--- src/hw/rtl/asfd_pkg.sv ---
// Constants, types and frame layout shared by the air sensor frame decoder.
`default_nettype none

package asfd_pkg;

	localparam int unsigned FRAME_LEN   = 17;
	localparam int unsigned STORE_DEPTH = FRAME_LEN - 1;
	localparam int unsigned CNT_W       = $clog2(FRAME_LEN);
	localparam int unsigned IDX_W       = $clog2(STORE_DEPTH);

	localparam logic [7:0]  HDR_BYTE      = 8'h3C;
	localparam logic [7:0]  SECOND_BYTE   = 8'h02;
	localparam logic [15:0] TIMEOUT_RESET = 16'd500;
	localparam logic [15:0] IDLE_MAX      = 16'hFFFF;
	localparam logic [CNT_W-1:0] LAST_IDX = CNT_W'(FRAME_LEN - 1);

	localparam logic REQ_BYTE = 1'b0;
	localparam logic REQ_TICK = 1'b1;

	typedef enum logic [1:0] {
		ST_OK      = 2'd0,
		ST_BAD_ID  = 2'd1,
		ST_BAD_SUM = 2'd2
	} status_t;

	typedef struct packed {
		logic                        last;
		logic [7:0]                  sum;
		logic [FRAME_LEN-1:0][7:0]   data;
	} frame_t;

endpackage

`default_nettype wire

--- src/hw/rtl/asfd_if.sv ---
// Handshake channels for request beats and decoded result beats.
`default_nettype none

interface asfd_req_if;
	logic       valid;
	logic       ready;
	logic       req_type;
	logic [7:0] rx_byte;

	modport source (output valid, output req_type, output rx_byte, input ready);
	modport sink (input valid, input req_type, input rx_byte, output ready);
endinterface

interface asfd_res_if;
	logic        valid;
	logic        ready;
	logic [1:0]  status;
	logic [15:0] co2_ppm;
	logic [15:0] hcho_level;
	logic [15:0] tvoc_level;
	logic [15:0] pm25_level;
	logic [15:0] pm10_level;
	logic signed [14:0] temp_centi;
	logic [14:0] humidity_centi;

	modport source (
		output valid, output status, output co2_ppm, output hcho_level,
		output tvoc_level, output pm25_level, output pm10_level,
		output temp_centi, output humidity_centi, input ready
	);
	modport sink (
		input valid, input status, input co2_ppm, input hcho_level,
		input tvoc_level, input pm25_level, input pm10_level,
		input temp_centi, input humidity_centi, output ready
	);
endinterface

`default_nettype wire

--- src/hw/rtl/asfd_collector.sv ---
// Input register, header hunt, frame capture, checksum and idle timeout.
`default_nettype none

module asfd_collector
	import asfd_pkg::*;
(
	input  wire logic        clk,
	input  wire logic        arst_n,
	asfd_req_if.sink         req,
	input  wire logic        cfg_we,
	input  wire logic [15:0] cfg_wdata,
	input  wire logic        adv,
	output frame_t           frm
);

	logic                   valid_s1;
	logic                   req_type_s1;
	logic [7:0]             rx_byte_s1;
	logic                   consume;
	logic [15:0]            timeout_q;
	logic                   framing_q;
	logic [CNT_W-1:0]       count_q;
	logic [7:0]             sum_q;
	logic [15:0]            idle_q;
	logic [15:0]            idle_inc;
	logic [STORE_DEPTH-1:0][7:0] store_q;

	assign req.ready = !valid_s1 || adv;
	assign consume   = valid_s1 && adv;
	assign idle_inc  = (idle_q == IDLE_MAX) ? idle_q : idle_q + 16'd1;

	always_ff @(posedge clk or negedge arst_n) begin
		if (!arst_n) begin
			valid_s1 <= 1'b0;
		end else if (req.ready) begin
			valid_s1 <= req.valid;
		end
	end

	always_ff @(posedge clk) begin
		if (req.ready) begin
			req_type_s1 <= req.req_type;
			rx_byte_s1  <= req.rx_byte;
		end
	end

	always_ff @(posedge clk or negedge arst_n) begin
		if (!arst_n) begin
			timeout_q <= TIMEOUT_RESET;
		end else if (cfg_we) begin
			timeout_q <= cfg_wdata;
		end
	end

	always_ff @(posedge clk or negedge arst_n) begin
		if (!arst_n) begin
			framing_q <= 1'b0;
			count_q   <= '0;
			sum_q     <= '0;
			idle_q    <= '0;
		end else if (consume) begin
			if (req_type_s1 == REQ_TICK) begin
				if (framing_q) begin
					if (idle_inc > timeout_q) begin
						framing_q <= 1'b0;
						count_q   <= '0;
						sum_q     <= '0;
						idle_q    <= '0;
					end else begin
						idle_q <= idle_inc;
					end
				end
			end else if (!framing_q) begin
				if (rx_byte_s1 == HDR_BYTE) begin
					framing_q <= 1'b1;
					count_q   <= CNT_W'(1);
					sum_q     <= rx_byte_s1;
					idle_q    <= '0;
				end
			end else if (count_q == LAST_IDX) begin
				framing_q <= 1'b0;
				count_q   <= '0;
				sum_q     <= '0;
				idle_q    <= '0;
			end else begin
				count_q <= count_q + CNT_W'(1);
				sum_q   <= sum_q + rx_byte_s1;
				idle_q  <= '0;
			end
		end
	end

	always_ff @(posedge clk) begin
		if (consume && req_type_s1 == REQ_BYTE) begin
			if (!framing_q) begin
				store_q[0] <= rx_byte_s1;
			end else if (count_q != LAST_IDX) begin
				store_q[count_q[IDX_W-1:0]] <= rx_byte_s1;
			end
		end
	end

	always_comb begin
		frm.last = consume && req_type_s1 == REQ_BYTE && framing_q && count_q == LAST_IDX;
		frm.sum  = sum_q;
		for (int i = 0; i < STORE_DEPTH; i++) begin
			frm.data[i] = store_q[i];
		end
		frm.data[FRAME_LEN-1] = rx_byte_s1;
	end

endmodule

`default_nettype wire

--- src/hw/rtl/asfd_decoder.sv ---
// Frame check, reading decode and result register.
`default_nettype none

module asfd_decoder
	import asfd_pkg::*;
(
	input  wire logic   clk,
	input  wire logic   arst_n,
	input  wire frame_t frm,
	output logic        adv,
	asfd_res_if.source  res
);

	logic        valid_q;
	status_t     status_q;
	status_t     status_c;
	logic [15:0] co2_q, hcho_q, tvoc_q, pm25_q, pm10_q;
	logic [14:0] temp_q, hum_q;
	logic [13:0] temp_mag;
	logic [14:0] temp_c;
	logic [14:0] hum_c;
	logic        ok;

	assign adv = !valid_q || res.ready;

	always_comb begin
		priority if (frm.data[1] != SECOND_BYTE) begin
			status_c = ST_BAD_ID;
		end else if (frm.sum != frm.data[FRAME_LEN-1]) begin
			status_c = ST_BAD_SUM;
		end else begin
			status_c = ST_OK;
		end
		ok       = status_c == ST_OK;
		temp_mag = 14'(frm.data[12][6:0] * 14'd100) + 14'(frm.data[13]);
		temp_c   = frm.data[12][7] ? 15'(-{1'b0, temp_mag}) : {1'b0, temp_mag};
		hum_c    = 15'(frm.data[14] * 15'd100) + 15'(frm.data[15]);
	end

	always_ff @(posedge clk or negedge arst_n) begin
		if (!arst_n) begin
			valid_q <= 1'b0;
		end else if (adv) begin
			valid_q <= frm.last;
		end
	end

	always_ff @(posedge clk) begin
		if (adv && frm.last) begin
			status_q <= status_c;
			co2_q    <= ok ? {frm.data[2], frm.data[3]} : '0;
			hcho_q   <= ok ? {frm.data[4], frm.data[5]} : '0;
			tvoc_q   <= ok ? {frm.data[6], frm.data[7]} : '0;
			pm25_q   <= ok ? {frm.data[8], frm.data[9]} : '0;
			pm10_q   <= ok ? {frm.data[10], frm.data[11]} : '0;
			temp_q   <= ok ? temp_c : '0;
			hum_q    <= ok ? hum_c : '0;
		end
	end

	assign res.valid          = valid_q;
	assign res.status         = status_q;
	assign res.co2_ppm        = co2_q;
	assign res.hcho_level     = hcho_q;
	assign res.tvoc_level     = tvoc_q;
	assign res.pm25_level     = pm25_q;
	assign res.pm10_level     = pm10_q;
	assign res.temp_centi     = $signed(temp_q);
	assign res.humidity_centi = hum_q;

endmodule

`default_nettype wire

--- src/hw/rtl/air_sensor_frame_decoder.sv ---
// Top level of the air sensor frame decoder.
//
//   channel  dir  handshake     payload
//   req      in   valid/ready   req_type, rx_byte
//   res      out  valid/ready   status, five readings, temp_centi, humidity_centi
//   cfg      in   cfg_we        cfg_wdata (timeout_ticks)
//
// One beat per cycle while a held result does not stall; the last frame byte passes
// the input register, then the result register, before the result is valid.
// Reset returns to header hunt with timeout_ticks at 500.
// A held result stalls the input register only while it waits to be taken.
`default_nettype none

module air_sensor_frame_decoder
	import asfd_pkg::*;
(
	input  wire logic        clk,
	input  wire logic        arst_n,
	asfd_req_if.sink         req,
	asfd_res_if.source       res,
	input  wire logic        cfg_we,
	input  wire logic [15:0] cfg_wdata
);

	frame_t frm;
	logic   adv;

	asfd_collector u_collector (
		.clk       (clk),
		.arst_n    (arst_n),
		.req       (req),
		.cfg_we    (cfg_we),
		.cfg_wdata (cfg_wdata),
		.adv       (adv),
		.frm       (frm)
	);

	asfd_decoder u_decoder (
		.clk    (clk),
		.arst_n (arst_n),
		.frm    (frm),
		.adv    (adv),
		.res    (res)
	);

endmodule

`default_nettype wire

--- src/flat_wrapper.sv ---
// flat-port wrapper written by rule: the top's interface ports become plain ports
module air_sensor_frame_decoder_flat import asfd_pkg::*;
  (clk, arst_n, cfg_we, cfg_wdata, req_valid, req_req_type, req_rx_byte, req_ready, res_valid, res_status, res_co2_ppm, res_hcho_level, res_tvoc_level, res_pm25_level, res_pm10_level, res_temp_centi, res_humidity_centi, res_ready);
  asfd_req_if req_i ();
  asfd_res_if res_i ();
  input  wire logic clk;
  input  wire logic arst_n;
  input  wire logic cfg_we;
  input  wire logic [15:0] cfg_wdata;
  input wire logic [$bits(req_i.valid)-1:0] req_valid;
  input wire logic [$bits(req_i.req_type)-1:0] req_req_type;
  input wire logic [$bits(req_i.rx_byte)-1:0] req_rx_byte;
  output wire logic [$bits(req_i.ready)-1:0] req_ready;
  output wire logic [$bits(res_i.valid)-1:0] res_valid;
  output wire logic [$bits(res_i.status)-1:0] res_status;
  output wire logic [$bits(res_i.co2_ppm)-1:0] res_co2_ppm;
  output wire logic [$bits(res_i.hcho_level)-1:0] res_hcho_level;
  output wire logic [$bits(res_i.tvoc_level)-1:0] res_tvoc_level;
  output wire logic [$bits(res_i.pm25_level)-1:0] res_pm25_level;
  output wire logic [$bits(res_i.pm10_level)-1:0] res_pm10_level;
  output wire logic [$bits(res_i.temp_centi)-1:0] res_temp_centi;
  output wire logic [$bits(res_i.humidity_centi)-1:0] res_humidity_centi;
  input wire logic [$bits(res_i.ready)-1:0] res_ready;
  assign req_i.valid = req_valid;
  assign req_i.req_type = req_req_type;
  assign req_i.rx_byte = req_rx_byte;
  assign req_ready = req_i.ready;
  assign res_valid = res_i.valid;
  assign res_status = res_i.status;
  assign res_co2_ppm = res_i.co2_ppm;
  assign res_hcho_level = res_i.hcho_level;
  assign res_tvoc_level = res_i.tvoc_level;
  assign res_pm25_level = res_i.pm25_level;
  assign res_pm10_level = res_i.pm10_level;
  assign res_temp_centi = res_i.temp_centi;
  assign res_humidity_centi = res_i.humidity_centi;
  assign res_i.ready = res_ready;
  air_sensor_frame_decoder u_core (.clk(clk), .arst_n(arst_n), .req(req_i), .res(res_i), .cfg_we(cfg_we), .cfg_wdata(cfg_wdata));
endmodule
--- config.mk ---
export PLATFORM = sky130hd
export DESIGN_NAME = air_sensor_frame_decoder_flat
export DESIGN_NICKNAME = d
export VERILOG_FILES = /design/src/hw/rtl/asfd_pkg.sv /design/src/hw/rtl/asfd_if.sv /design/src/hw/rtl/asfd_collector.sv /design/src/hw/rtl/asfd_decoder.sv /design/src/hw/rtl/air_sensor_frame_decoder.sv /design/src/flat_wrapper.sv
export SDC_FILE = /design/constraint.sdc
export NUM_CORES = 1
export LEC_CHECK = 0
export BUFFER_PORTS_ARGS = -buffer_cell sky130_fd_sc_hd__buf_4
export CORE_MARGIN = 2
export CORE_UTILIZATION = 45
export DETAILED_ROUTE_END_ITERATION = 16
export GPL_TIMING_DRIVEN = 0
export PLACE_DENSITY = 0.66
export RECOVER_POWER = 25
export SKIP_LAST_GASP = 1
export SYNTH_ARGS = -nofsm -noshare
export SYNTH_HDL_FRONTEND = slang
export SYNTH_SLANG_ARGS = --single-unit
--- constraint.sdc ---
create_clock -name clk -period 9 [get_ports clk]
set_clock_uncertainty 0.2 [all_clocks]
set_input_delay 1.8 -clock clk [delete_from_list [all_inputs] [get_ports clk]]
set_output_delay 1.8 -clock clk [all_outputs]
set_load 0.02 [all_outputs]
[Word level (Yosys, flattened, before mapping)]
Index checks and enable logic that the tools add are counted.
Storage, ports and cells
  register bits: 297
  output and inout bits: 114
  word-level logic and storage cells: 104
Operators by class
  add/subtract/negate cells: 6
  $mul: 2
  magnitude comparators: 3
  equal/unequal tests: 9
  multiplexer cells: 32
  bitwise operators: 1
  reductions and logical operators: 17
Operator list (count)
  128-bit bitwise mux: 1
  16-bit 2-to-1 mux: 6
  8-bit 2-to-1 mux: 9
  8-bit demux with 4-bit select: 1
  5-bit 2-to-1 mux: 6
  16-bit by 1-bit adder with 16-bit output, second input constant: 1
  16-bit == test, second input constant: 1
  16-bit > comparator: 1
  15-bit by 8-bit adder with 15-bit output: 1
  14-bit negator with 15-bit output: 1
  14-bit by 8-bit adder with 14-bit output: 1
  14-bit 2-to-1 mux: 1
  8-bit by 5-bit multiplier with 13-bit output, second input constant: 1
  7-bit by 5-bit multiplier with 12-bit output, second input constant: 1
  8-bit adder: 1
  8-bit by 6-bit == test with 1-bit output, second input constant: 1
  8-bit by 2-bit != test with 1-bit output, second input constant: 1
  8-bit != test: 1
  1-bit logical AND: 6
  1-bit 2-to-1 mux: 6
  2-bit by 1-bit != test with 1-bit output, second input constant: 3
  3-bit AND reduction: 2
  5-bit by 1-bit adder with 5-bit output, second input constant: 1
  5-bit == test, second input constant: 1
  11 further kinds: 15

[Depth between registers and ports, before layout]
Gate-level depths: netlist of run 1.
  depth in word-level cells: 7
  mapped depth: 17
  mapped depth without buffers: 15

[By module]
From an unflattened synthesis of run 1, not the netlist that was laid out.
Second synthesis, totals
  cell total of the unflattened synthesis: 1064
  area total of the unflattened synthesis: 13988.4 um2
Modules (own cells, without submodules)
  asfd_collector: times used 1, cells an instance 533, area an instance 7519.7 um2, seq. area each 5297.6 um2
  asfd_decoder: times used 1, cells an instance 531, area an instance 6468.7 um2, seq. area each 3388.2 um2

[Least setup slack after synthesis of run 1]
Ideal clock, no wire load.
  kind: input -> register
  start: input port res_ready
  end: register u_core.u_decoder.valid_q, in the netlist u_core.u_decoder.res.valid
  library setup time: 0.113 ns
  data arrival time: 10.394 ns
  setup slack: -1.707 ns
  cell stages on the path: 4
  cells stage by stage: nand2b_1 nand2_1 nor3_1 or2_2
Between the ends
  longest elaborated chain between the ends: 5
RTL lines
  start: declaration: line flat_wrapper.sv:23  | input wire logic [$bits(res_i.ready)-1:0] res_ready;
  1-bit logical OR *: line asfd_decoder.sv:24  | assign adv = !valid_q || res.ready;
  1-bit logical AND: line asfd_collector.sv:29  | assign consume = valid_s1 && adv;
  1-bit logical AND (3 in series): line asfd_collector.sv:104  | frm.last = consume && req_type_s1 == REQ_BYTE && framing_q && count_q == LAST_IDX;
  end signal: assignment: line asfd_decoder.sv:44  | valid_q <= frm.last;
  end: declaration: line asfd_decoder.sv:14  | logic valid_q;
Every way passes the cells marked *; elsewhere a longest branch is shown, timed or not.
A chain may end at the register's enable or synchronous reset.

[Final worst setup path of run 1]
  start: input port res_ready
  end: output port req_ready
Between the ends
  longest elaborated chain between the ends: 2
RTL lines
  1-bit logical OR: line asfd_decoder.sv:24
  1-bit logical OR: line asfd_collector.sv:28  | assign req.ready = !valid_s1 || adv;
  end: declaration: line flat_wrapper.sv:13  | output wire logic [$bits(req_i.ready)-1:0] req_ready;
No other way between the ends.

==> out/metrics.sh, run 1 <==
RUN_STATUS='finished, violations left'
FAILING_CHECKS='capacitance limit, slew limit'
SYN_AREA_SQ_UM=13600
MAX_FREQ_MHz=218
NORMALIZED_MAX_SLEW_MARGIN=-0.785
FINALCRITICALPERIOD_PS=4590
CP.BUFFERS_INVERTERS=2
TIMING.CRITICAL_PATH.FROM_TYPE='input port'
SETUP_REPAIR_AFTER_GLOBAL_ROUTING_MISSED_ITS_MARGIN='false'
TIMING.CRITICAL_PATH.SLOWEST_STAGE_CELL='sky130_fd_sc_hd__nand2_1'
HOLD_VIOL=0
VIA_COUNT_OF_THE_FIRST_GLOBAL_ROUTING_PASS=8083
POWER.SHARE.CLOCK=0.437
CRIT_ARRIVAL_PS=2590
ANT_NETS=0
CTS.SINK_COUNT=289
CTS_INSERTED_BUFFERS=29
SYN_NETS=1184
R2R_SLACK_PS=4590
FINAL-SETUP-VIOL-COUNT=0
SYNTH.LARGEST_AREA_CELL='sky130_fd_sc_hd__edfxtp_1'
FINAL_UTIL=0.549
DRC=0
DETAILEDROUTE.FIRSTPASSITERATIONCOUNT=5
MET3_USAGE=0.0221
POWER_FRAC_SEQ=0.528
CELLLEAKAGEPOWER_nW=6.33
CRITICALPATHCATEGORY='input port to output port'
CTS.REPAIR_TIMING.SETUP_BUFFER_COUNT=0
TIMING.CRITICAL_PATH.SLOWEST_CELL_DELAY_PS=280
AVGSYNTHCELLAREA_SQ_UM=12.9
GLOBALPLACE.CONGESTION=0.815
DRT_ITER0_DRC=505
CLOCK-ROOT-BUFFER='sky130_fd_sc_hd__clkbuf_16'
WORST_PATH_DOMINANT_CELL_FAMILY='simple AND/OR/NAND/NOR gates'
INITIAL_CORE_UTIL=0.457
SYNTH.TOP_CELLS.BY_AREA='sky130_fd_sc_hd__edfxtp_1 53%, sky130_fd_sc_hd__ha_1 8.7%, sky130_fd_sc_hd__dfrtp_1 7.8%'
GRT_ANTENNA_BEFORE_REPAIR=0
POWER_REPORT.INTERNAL_TOTAL_mW=2.23
LAYOUT.CELLS.NON_FILLER=1645
FP-ROW-COUNT=63
POWER_DENSITY_nW_PER_UM2=173
SYNTH_MOST_COMMON_CELL='sky130_fd_sc_hd__edfxtp_1'
TIMING.FINAL.CRIT_SHARE=0.510
CLK_TRANSITION_REPORTED_PATHS_PS=60
FP.DIEAREA_SQ_UM=31500
AREAGROWTHSYNTHTOFINISH_PCT=20.0
SYNTHFLOPTYPE='sky130_fd_sc_hd__edfxtp_1'
GRT_BUSIEST_LAYER='met2'
FP.COREAREA_SQ_UM=29600
SYNTH_WARNINGS=0
PORTBUFFERS=143
WORST_SKEW_PAIR.LATE_LATENCY_PS=560
HOLD_CRIT_CLASS='register to register'
WORST_IR_DROP_VDD_mV=0.132
DIE_HEIGHT_MICRONS=178
DPL.HPWL_MM=18.9
ROUTEDWLPERCELL_MICRONS=16.3
IOS=144
GLOBALROUTEMET2UTIL=0.290
GRT_PASS1_WL_MM=42.0
CTS-HTREE-LEVELS=1
CRIT_TOP_CELL='sky130_fd_sc_hd__buf_4'
TRITONCTS_CLOCK_TREE='done'
CRITICAL_PATH_RT_PS=7000
SYNTH_EDF_COUNT=241
MAXIMUM_FANOUT_ALONG_THE_WORST_PATH=11
POSTROUTEWIRELENGTH_MM=26.8
SYNTHDISTINCTLIBCELLS=70
YOSYSSEQAREASHARE=0.623
DR_TOTAL_VIAS=8469
YOSYSTOPAREACELLSHARE=0.534
FINALSETUPTNS_PS=0
ANT_DIODES=0
GRT_MET1_USE=0.226
GRT_START_MAX_NET_PINS=49
PLACE.DETAILED.INSTANCES=1591
DIE_X_MICRONS=178
POST_SYNTH_MOST_FREQUENT_CELLS='241 x sky130_fd_sc_hd__edfxtp_1, 94 x sky130_fd_sc_hd__ha_1, 85 x sky130_fd_sc_hd__and2_1'
MAXCAPVIOLCOUNT=1
WORSTMARGINPINSLEW_PS=2680
GLOBAL_ROUTE.OVERFLOW_TOTAL=0
ASYNC_SET_RESET_FLOP_SHARE_OUT_OF_SYNTHESIS=0.166
VIA_PER_INST=5.15
HOLDBUFCOUNTCTS=0
SW_FRAC_OF_TOTAL=0.205
WORST_SETUP_PATH_END_KIND='output port'
GRTUSAGETOTAL=0.169
YOSYS_REGISTER_BITS=289
P_COMB_FRAC=0.035
P_TOTAL_mW=2.81
CTS_RESIZED=0
DRIVE_ABOVE_1_SHARE=0.176
CRIT_CHAIN='buf_4, nor2b_1, nand2_1, buf_4'
NETS=1364
SWITCHINGPOWER_mW=0.577
SYN_INST=1052
CTS_BUFFER_DEPTH=3
TIMING.FINAL.MAX_SLEW_VIOLATIONS=49
[sequential cells by signal (all words and copies together), names as in the netlist, 2 cells and up]
signal,cells
u_core.u_decoder.res.co2_ppm,16
u_core.u_decoder.res.temp_centi,15
u_core.u_collector.count_q,5
u_core.u_decoder.res.tvoc_level,16
u_core.u_collector.idle_q,16
u_core.u_decoder.res.humidity_centi,15
u_core.u_collector.sum_q,8
u_core.u_collector.frm,120
u_core.u_decoder.res.pm25_level,16
u_core.u_decoder.res.status,2
u_core.u_collector.rx_byte_s1,8
u_core.u_decoder.res.hcho_level,16
u_core.u_decoder.res.pm10_level,16
u_core.u_collector.timeout_q,16
[cell families after synthesis]
kind of cell | synth area share
and+or+nand+nor | 0.132
DFF | 0.623
AOI/OAI and AO/OA | 0.0762
adders and majority gates | 0.0986
buffers and inverters | 0.0295
xor gates and xnor gates | 0.0334
muxes | 0.00766
[cell usage in the layout (no fill, tap or decap), drive strengths merged, types with 3 or more instances in the layout]
| cell type | count |
|---|---|
| clkbuf | 73 |
| nor2 | 71 |
| clkinv | 9 |
| a21o | 13 |
| edfxtp | 241 |
| and3 | 10 |
| nor2b | 13 |
| a211o | 3 |
| a211oi | 3 |
| o21a | 11 |
| inv | 72 |
| nor4 | 5 |
| ha | 94 |
| nor3 | 17 |
| xnor2 | 30 |
| nand2 | 70 |
| dfstp | 6 |
| bufinv | 5 |
| buf | 142 |
| or3 | 5 |
| nand4 | 13 |
| a221oi | 3 |
| nor3b | 3 |
| o22ai | 11 |
| fa | 8 |
| mux2 | 3 |
| or2 | 9 |
| nand3 | 24 |
| nand4b | 3 |
| a31oi | 14 |
| and2 | 86 |
| a21oi | 37 |
| mux2i | 7 |
| xor2 | 20 |
| o21bai | 4 |
| o21ai | 45 |
| nand2b | 4 |
| o31ai | 4 |
| dfrtp | 42 |
[routing by layer]
| metal | vias up | part of all wire |
|---|---|---|
| met1 | 4091 | 0.44 |
| li1 | 4134 | - |
| met2 | 202 | 0.49 |
| met4 | 0 | 0.020 |
| met5 | - | 0 |
| met3 | 42 | 0.050 |
[power by group through the flow]
stage               sequential [mW]  clock (mW)  combinational [mW]
detailed placement             1.51           0              0.0977
floorplan                      1.50           0              0.0657
finish                         1.48        1.23              0.0980
CTS                            1.48        1.25              0.0989
global route                   1.48        1.30               0.113
global placement               1.51           0              0.0949
[per-stage QoR]
step | setup WS [ps] | hold WS [ps] | cell area (sq um)
2_1_floorplan | 1890 | 270 | 13600
3_3_place_gp | -29.6 | 287 | 15100
3_5_place_dp | 4380 | 302 | 15300
4_1_cts | 4380 | 311 | 16300
5_1_grt | 4270 | 328 | 16300
6_report | 4410 | 312 | 16300
[final cells by class]
cell class                      instances  area, sq um
Buffer                                 28          120
Clock buffer                           38          779
Clock inverter                         16          214
Fill cell                            2487        13400
Inverter                               71          280
Multi-Input combinational cell        664         4720
Sequential cell                       289         8450
Tap cell                              390          488
Timing Repair Buffer                  149         1220
[final timing paths]
| path | startpoint | endpoint | depth (start not counted) |
|---|---|---|---|
| max in group asynchronous | arst_n | u_core.u_collector.count_q[4] | 1 |
| worst max-delay path | res_ready | req_ready | 4 |
| worst max register to register | u_core.u_collector.frm[97] | u_core.u_decoder.res.temp_centi[13] | 15 |
| min in group asynchronous | arst_n | u_core.u_collector.timeout_q[15] | 1 |
| worst min register to register | u_core.u_collector.frm[65] | u_core.u_decoder.res.pm25_level[9] | 1 |
| worst min-delay path | u_core.u_collector.frm[65] | u_core.u_decoder.res.pm25_level[9] | 1 |
No activity file was read; power rests on OpenSTA's default activity.
==> inputs of run 2 (changes only) <==
Settings changed: PLACE_DENSITY 0.66 to unset.
Clock period 9 ns to 4.4 ns, I/O delays scaled along.
==> out/metrics.sh, run 2 (same netlist as run 1, synthesis figures left out) <==
RUN_STATUS='finished, violations left'
FAILING_CHECKS='capacitance limit, slew limit'
HOLD_CRIT_CLASS='register to register'
SETUP_REPAIR_AFTER_GLOBAL_ROUTING_MISSED_ITS_MARGIN='true'
PRE_CTS_WS_PS=-8.67  # -4390 ps
FINAL-SETUP-VIOL-COUNT=0  # unchanged
GLOBALPLACE.CONGESTION=0.842  # +3.3%
REGTOREGSTARTPOINT='u_core.u_collector.frm[97]'
MOSTFREQUENTLAYOUTCELL='sky130_fd_sc_hd__edfxtp_1'
HOLDBUFCOUNTCTS=0  # unchanged
LARGEST_REGISTER_FF_COUNT=120  # unchanged
HOLD_VIOL=0  # unchanged
VIA_PER_INST=5.06  # -1.7%
CTS_BUFFER_DEPTH=3  # unchanged
P_TOTAL_mW=5.70  # +100%
GRT_MET1_USE=0.236  # +0.00957
CRITICALPATHCATEGORY='register to register'
SW_FRAC_OF_TOTAL=0.210  # +0.00425
MAX_FREQ_MHz=238
FP-ROW-COUNT=63  # unchanged
ANT_NETS=0  # unchanged
TIMING.CRITICAL_PATH.SLOWEST_STAGE_CELL='sky130_fd_sc_hd__fa_1'
R2R_SLACK_PS=200  # -4390 ps
LAYOUT_COMMON_CELLS='241 x sky130_fd_sc_hd__edfxtp_1, 136 x sky130_fd_sc_hd__buf_4, 93 x sky130_fd_sc_hd__ha_1'
IOS=144  # unchanged
TIMING.FINAL.CRIT_SHARE=0.954
MET3_USAGE=0.0236  # +0.00150
DIE_HEIGHT_MICRONS=178  # unchanged
GLOBAL_ROUTE.OVERFLOW_TOTAL=0  # unchanged
CRIT-REG2REG-CAPTURE='u_core.u_decoder.res.temp_centi[13]'
CELLLEAKAGEPOWER_nW=6.34  # about the same
CLK_TRANSITION_REPORTED_PATHS_PS=60  # about the same
DRIVE_ABOVE_1_SHARE=0.187  # +0.0104
PLACE.DETAILED.INSTANCES=1591  # unchanged
GRT_START_MAX_NET_PINS=49  # unchanged
DRC=0  # unchanged
ROUTEDWLPERCELL_MICRONS=16.6  # +2.0%
ANT_DIODES=0  # unchanged
MAXIMUM_FANOUT_ALONG_THE_WORST_PATH=6  # -5
WORST_SETUP_PATH_END_KIND='register'
VIA_COUNT_OF_THE_FIRST_GLOBAL_ROUTING_PASS=8056  # -0.33%
FINALCRITICALPERIOD_PS=4200
DRT_ITER0_DRC=447  # -11%
LAYOUT.CELLS.NON_FILLER=1650  # +0.30%
GRTUSAGETOTAL=0.175  # +0.00561
DPL.HPWL_MM=19.0  # +0.79%
NETS=1369  # +0.37%
CRIT_PATH_END='u_core.u_decoder.res.temp_centi[13]'
CRITPATHLAUNCH='u_core.u_collector.frm[97]'
POWER_REPORT.INTERNAL_TOTAL_mW=4.51  # +100%
POWER_DENSITY_nW_PER_UM2=350  # +100%
N_FILL_CELL=2556  # +2.8%
FP.DIEAREA_SQ_UM=31500  # unchanged
INITIAL_CORE_UTIL=0.457  # unchanged
POSTROUTEWIRELENGTH_MM=27.4  # +2.4%
WORSTMARGINPINSLEW_PS=2750  # +69.9 ps
NORMALIZED_MAX_SLEW_MARGIN=-0.831  # -0.0466
GLOBALROUTEMET2UTIL=0.294  # +0.00404
REG2REG_DEPTH=15  # unchanged
POWER.SHARE.CLOCK=0.433  # -0.004
TRITONCTS_CLOCK_TREE='done'
CLOCK-ROOT-BUFFER='sky130_fd_sc_hd__clkbuf_16'
FP.COREAREA_SQ_UM=29600  # unchanged
WORST_SKEW_PAIR.LATE_LATENCY_PS=560  # about the same
PORTBUFFERS=143  # unchanged
TIMING.CRITICAL_PATH.SLOWEST_CELL_DELAY_PS=520  # +240 ps
CTS-HTREE-LEVELS=1  # unchanged
P_COMB_FRAC=0.035  # about the same
GRT_BUSIEST_LAYER='met2'
TIMING.CRITICAL_PATH.FROM_TYPE='register'
GRT_ANTENNA_BEFORE_REPAIR=0  # unchanged
MAXCAPVIOLCOUNT=1  # unchanged
GRT_PASS1_WL_MM=42.9  # +2.1%
DIE_X_MICRONS=178  # unchanged
AREAGROWTHSYNTHTOFINISH_PCT=20.3
SETUP_SLACK_PS=202  # -4210 ps
CRITICAL_PATH_RT_PS=4500  # -2500 ps
CTS_INSERTED_BUFFERS=30  # +3.4%
POWER_FRAC_SEQ=0.532  # +0.004
TIMING.FINAL.MAX_SLEW_VIOLATIONS=49  # unchanged
FINALSETUPTNS_PS=0  # unchanged
CRIT_CHAIN='ha_1, ha_1, ha_1, inv_1, fa_1, inv_1, ha_4, inv_1, a221oi_2, nand3b_1, nor2_2, nand4_1, o21bai_1, and3_1, o21a_1'
DR_TOTAL_VIAS=8351  # -1.4%
CTS.SINK_COUNT=289  # unchanged
SWITCHINGPOWER_mW=1.19  # +110%
WORST_IR_DROP_VDD_mV=0.313  # +140%
DETAILEDROUTE.FIRSTPASSITERATIONCOUNT=5  # unchanged
CRIT_ARRIVAL_PS=4290  # +1700 ps
## run 2: cell types whose count changed in the layout (fill, tap and decap cells not counted), moves of 2 or more
cell	previous run	this run
sky130_fd_sc_hd__clkbuf_8	3	1
sky130_fd_sc_hd__a21oi_1	37	35
sky130_fd_sc_hd__clkbuf_1	31	28
sky130_fd_sc_hd__a21oi_2	0	2
sky130_fd_sc_hd__clkinv_1	2	6
sky130_fd_sc_hd__buf_16	5	2
sky130_fd_sc_hd__clkinv_4	1	3
sky130_fd_sc_hd__buf_4	132	136
sky130_fd_sc_hd__buf_8	1	4
## run 2: final cells by class
type,instances,area (sq um),area share
Sequential cell,289,8450,0.518
Multi-Input combinational cell,664,4770,0.293
Timing Repair Buffer,153,1210,0.0743
Clock buffer,34,766,0.0470
Tap cell,390,488,0.0299
Inverter,71,280,0.0172
Clock inverter,21,218,0.0134
Buffer,28,121,0.00744
## run 2: through the flow
| step | util | area [sq um] | hold WS, ps |
|---|---|---|---|
| 6_report | 0.550 | 16300 | 310 |
| 4_1_cts | 0.548 | 16200 | 148 |
| 5_1_grt | 0.550 | 16300 | 285 |
| 3_5_place_dp | 0.514 | 15200 | 302 |
| 3_3_place_gp | 0.511 | 15100 | 284 |
| 2_1_floorplan | - | 13600 | 270 |
## run 2: layer usage
| layer | up-vias | routed length [microns] |
|---|---|---|
| met5 | - | 0 |
| met4 | 0 | 722 |
| met3 | 52 | 1120 |
| met2 | 183 | 13400 |
| met1 | 3955 | 12200 |
| li1 | 4161 | - |
## run 2: critical path: cells and delay by family, from the launching register on
kind	cells	cell delay, ps
AO/OA/AOI/OAI	3	640
adder cells (fa/ha/maj)	5	1730
buffers and inverters	3	180
flip-flops	1	480
AND/OR/NAND/NOR	4	710
## run 2: worst min-delay path by stage
stage / start / endpoint / slack, ps / cells after the start
2_1_floorplan: u_core.u_collector.sum_q[7] / u_core.u_collector.sum_q[7] / 270 / 1
3_3_place_gp: u_core.u_collector.sum_q[7] / u_core.u_collector.sum_q[7] / 280 / 1
3_5_place_dp: u_core.u_collector.frm[85] / u_core.u_decoder.res.pm10_level[13] / 300 / 1
4_1_cts: arst_n / u_core.u_collector.timeout_q[3] / 150 / 1
5_1_grt: req_rx_byte[5] / u_core.u_collector.rx_byte_s1[5] / 280 / 1
6_report: u_core.u_collector.sum_q[7] / u_core.u_collector.sum_q[7] / 310 / 1
## run 2: power by group through the flow
stage	registers [mW]	clock network [mW]	logic (mW)
after detailed placement	3.09	0	0.198
after global routing	3.04	2.62	0.229
after global placement	3.09	0	0.194
final	3.03	2.47	0.198
after floorplan	3.06	0	0.135
after CTS	3.03	2.52	0.201
## run 2: repair_timing
action                     in CTS  in global routing
pin swaps                       0                  3
resized for setup               2                  8
setup buffers                   0                  4
setup endpoints to repair       1                 18
